--- src/hdl/spq_pkg.sv ---
// Shared types and constants for the stable priority queue.
// No dependencies; every other file of the block imports this package.
`default_nettype none

package spq_pkg;

   // Number of cells in the chain, and width of the entry counter (0..QUEUE_DEPTH).
   localparam int QUEUE_DEPTH = 64;
   localparam int COUNT_W     = $clog2(QUEUE_DEPTH + 1);

   // Fixed payload widths.
   localparam int PRIO_W  = 16;
   localparam int DEPTH_W = 8;
   localparam int TAG_W   = 16;
   localparam int OCC_W   = 7;

   // Command codes.
   localparam logic CMD_ENQUEUE = 1'b0;
   localparam logic CMD_DEQUEUE = 1'b1;

   // Result status codes.
   typedef enum logic [1:0] {
      ST_ENQUEUED = 2'd0,
      ST_RETURNED = 2'd1,
      ST_NO_ENTRY = 2'd2,
      ST_FULL     = 2'd3
   } spq_status_type;

   // One stored entry.
   typedef struct packed {
      logic signed [PRIO_W-1:0] prio;
      logic [DEPTH_W-1:0]       depth;
      logic [TAG_W-1:0]         item;
      logic [TAG_W-1:0]         parent;
   } spq_entry_type;

   // Operation broadcast to every cell in a cycle.
   typedef struct packed {
      logic enq;
      logic deq;
   } spq_op_type;

endpackage

`default_nettype wire

--- src/hdl/spq_cell.sv ---
// One cell of the sorted shift chain: holds a single entry and decides each
// cycle whether to hold, take the new entry, or take a neighbor's. Uses spq_pkg.
`default_nettype none

module spq_cell import spq_pkg::*; (
   input  wire logic          clock,
   input  wire spq_op_type    op,
   input  wire logic          valid,
   input  wire logic          keep_left,
   input  wire spq_entry_type new_entry,
   input  wire spq_entry_type left_entry,
   input  wire spq_entry_type right_entry,
   output logic               keep,
   output spq_entry_type      entry
);

   spq_entry_type entry_ff;
   spq_entry_type entry_in;

   // An occupied cell stays in front of the new entry when its priority is
   // equal or higher; equal priorities therefore keep arrival order.
   assign keep  = valid && (entry_ff.prio >= new_entry.prio);
   assign entry = entry_ff;

   // Insertion point is the first cell that does not keep; cells behind it
   // shift one place toward the tail. A dequeue shifts the chain to the head.
   always_comb begin
      entry_in = entry_ff;
      if (op.enq) begin
         if (!keep) begin
            entry_in = keep_left ? new_entry : left_entry;
         end
      end else if (op.deq) begin
         entry_in = right_entry;
      end
   end

   always_ff @(posedge clock) begin
      entry_ff <= entry_in;
   end

endmodule

`default_nettype wire

--- config.mk ---
export PLATFORM = sky130hd
export DESIGN_NAME = spq_cell
export DESIGN_NICKNAME = d
export VERILOG_FILES = /design/src/hdl/spq_pkg.sv /design/src/hdl/spq_cell.sv
export SDC_FILE = /design/constraint.sdc
export NUM_CORES = 1
export LEC_CHECK = 0
export ABC_AREA = 0
export BUFFER_PORTS_ARGS = -buffer_cell sky130_fd_sc_hd__buf_4
export CAP_MARGIN = 10
export CORE_ASPECT_RATIO = 0.7
export CORE_MARGIN = 2
export CORE_UTILIZATION = 45
export DETAILED_ROUTE_END_ITERATION = 6
export GPL_TIMING_DRIVEN = 1
export PLACE_DENSITY = 0.93
export REMOVE_ABC_BUFFERS = 1
export SLEW_MARGIN = 20
export SYNTH_ARGS = -nofsm -noshare
export SYNTH_HDL_FRONTEND = slang
export SYNTH_SLANG_ARGS = --single-unit
--- constraint.sdc ---
create_clock -name clock -period 11.4 [get_ports clock]
set_input_delay 1.14 -clock clock [delete_from_list [all_inputs] [get_ports clock]]
set_output_delay 1.14 -clock clock [all_outputs]
set_load 0.02 [all_outputs]
==> results.tsv <==
metric	value	unit
grt_max_degree	111	
switchingPower	0.187	mW
hp-start	right_entry[36]	
dp_slack	7.22	ns
initial_utilization	45.8	%
clk_latency	0.31	ns
postCtsSetupBuffers	0	
cts_max_level	2	
r2r_cells	7	
vias	3218	
drive_above_1_share	45.6	%
cts_tree	built	
critPathRequiredTime	10.26	ns
routedWlPerCell	15.8	microns
p_sw_share	31.3	%
worstPathArrival	2.84	ns
leakage	2.53	nW
placedInstanceArea	5100	sq um
whs_path_depth	3	
ys_seq_area_share	50.8	%
area_growth	57.1	%
slew_headroom	31.7	%
largest_reg_flops	56	
tns	0	ns
ys_ff_latch	56	
synthCells	313	
grt_pass1_vias	3206	
synth_area	3310	sq um
fp.dieW	107	microns
fmax	251	MHz
whs_endpoint	entry[36]	
routed_wl	9950	microns
die_h	75.8	microns
ys_warn_count	0	
p_total	0.598	mW
gp_congestion	0.821	
ctsResizeCount	0	
startpoint_type	primary input	
path_class	primary input to output pin	
ir_drop	0.0760	mV
cts.sinks	56	
worst_slack	7.42	ns
p_int	0.411	mW
clock-root-buffer	clkbuf_8	
drtIter0Drc	175	
min_path_type	primary input to register	
rsz0062_at_grt	false	
fin_skew	0.0110	ns
hold_violations	0	
grt-ovfl-total	0	
cts_max_path_buffers	2	
core.rowCount	26	
cts_made_buffers	5	
ys_types	25	
yosysTopAreaCellShare	50.8	%
core-area	7220	sq um
multi_input_area	1500	sq um
min_period_over_period	34.9	%
r2r_slack	8.08	ns
antenna_left	0	
synth.area.top_cells	edfxtp_1 (51%), mux2i_1 (17%), a21oi_1 (9.5%)	
worstPathMaxFanout	6	
grt.total_usage	23.5	%
setup-violations-final	0	
final_common_cell	buf_4	
finalInstanceArea	5200	sq um
syn_avg_cell_area	10.6	sq um
pwr-share-clk	18.6	%
worst_slew_pin_slew	1.02	ns
clk_pin_slew	0.11	ns
layout.nets	721	
post-dp-hpwl	7850	microns
rr_endpoint	entry[48]	
vias_per_cell	5.10	
power_frac_comb	35.2	%
synth_top_cell_by_area	edfxtp_1	
powerDensity	115	nW/um^2
final_cell_mix	buf_4 (231), a21oi_1 (63), mux2i_1 (57), nor2_1 (57), edfxtp_1 (56)	
drv_slew	0	
drc	0	
cap_violations	0	
dieArea	8070	sq um
n_antenna_cell	0	
fillers	522	
fin_crit	3.98	ns
ff_latch_area	1680	sq um
firstDrtPassIters	5	
timing.rr.start	entry[41]	
end_kind	output pin	
status	finished, final reports clean	
seq_power_share	46.2	%
ios	230	
port_buffers	229	
ctsHoldBuffers	0	
antenna_found_initial	0	
grt_pass1_wl	14500	microns
## layer usage
metal	vias up	share of wire (%)	global-route usage, %
met1	1473	36	23.1
met4	0	2.2	7.50
met2	139	52	46.0
met3	21	9.9	9.67
met5	-	0	0
li1	1585	-	-
## critical path: stages
cell and delay, ns:
buf_4 0.09, inv_1 0.03, ha_1 0.37, nand4_2 0.19, nor4_1 0.63, o31a_1 0.24
buf_4 0.15
## area by class of cell
type                    count  share of cell area, %
clock buffers               5                   1.32
clock inverters             3                  0.505
multi-input cells         220                   28.8
flip-flops and latches     56                   32.3
inverters                  18                   1.30
repair buffers            231                   33.4
well taps                  98                   2.36
## synthesized netlist by cell type, drive strengths merged
cell type,count
nand3,1
nand2,4
o211a,1
a31oi,1
a21oi,63
and2b,1
o311ai,2
buf,10
nand4,4
inv,18
o31a,1
mux2i,57
edfxtp,56
ha,16
o21a,1
nor2b,1
nor3,1
a21o,2
nor2,57
o21ai,4
clkbuf,9
nand2b,1
nor4,2
## worst max path at each step
stage | end | startpoint | depth (start not counted) | slack, ns
floorplan | entry[0] | new_entry[41] | 7 | 4.50
global placement | entry[45] | new_entry[41] | 9 | 7.31
detailed placement | entry[45] | new_entry[41] | 9 | 7.22
CTS | keep | new_entry[55] | 7 | 7.43
global route | keep | new_entry[55] | 7 | 7.30
finish | keep | new_entry[55] | 7 | 7.42
## logic make-up after synthesis
logic type,after synthesis,synth area share (%)
simple gates,72,9.30
mux,57,17.2
compound gates,75,12.1
buf+inv,37,4.46
fa+ha+maj,16,6.05
flops,56,50.8
## metrics by stage
step                      instances  hold slack, ns  util [%]
final                           631            1.15      72.0
after CTS                       631            1.14      72.0
after detailed placement        623            1.34      70.7
after floorplan                 294            1.35         -
after global placement          623            1.32      70.7
after global routing            631            1.14      72.0
## power groups by stage
stage	sequential (mW)	clock (mW)	combinational, mW
floorplan	0.319	0	0.0570
global placement	0.279	0	0.205
detailed placement	0.280	0	0.212
CTS	0.276	0.115	0.212
global route	0.279	0.123	0.228
finish	0.276	0.111	0.211
No activity file was read; power rests on OpenSTA's default activity.
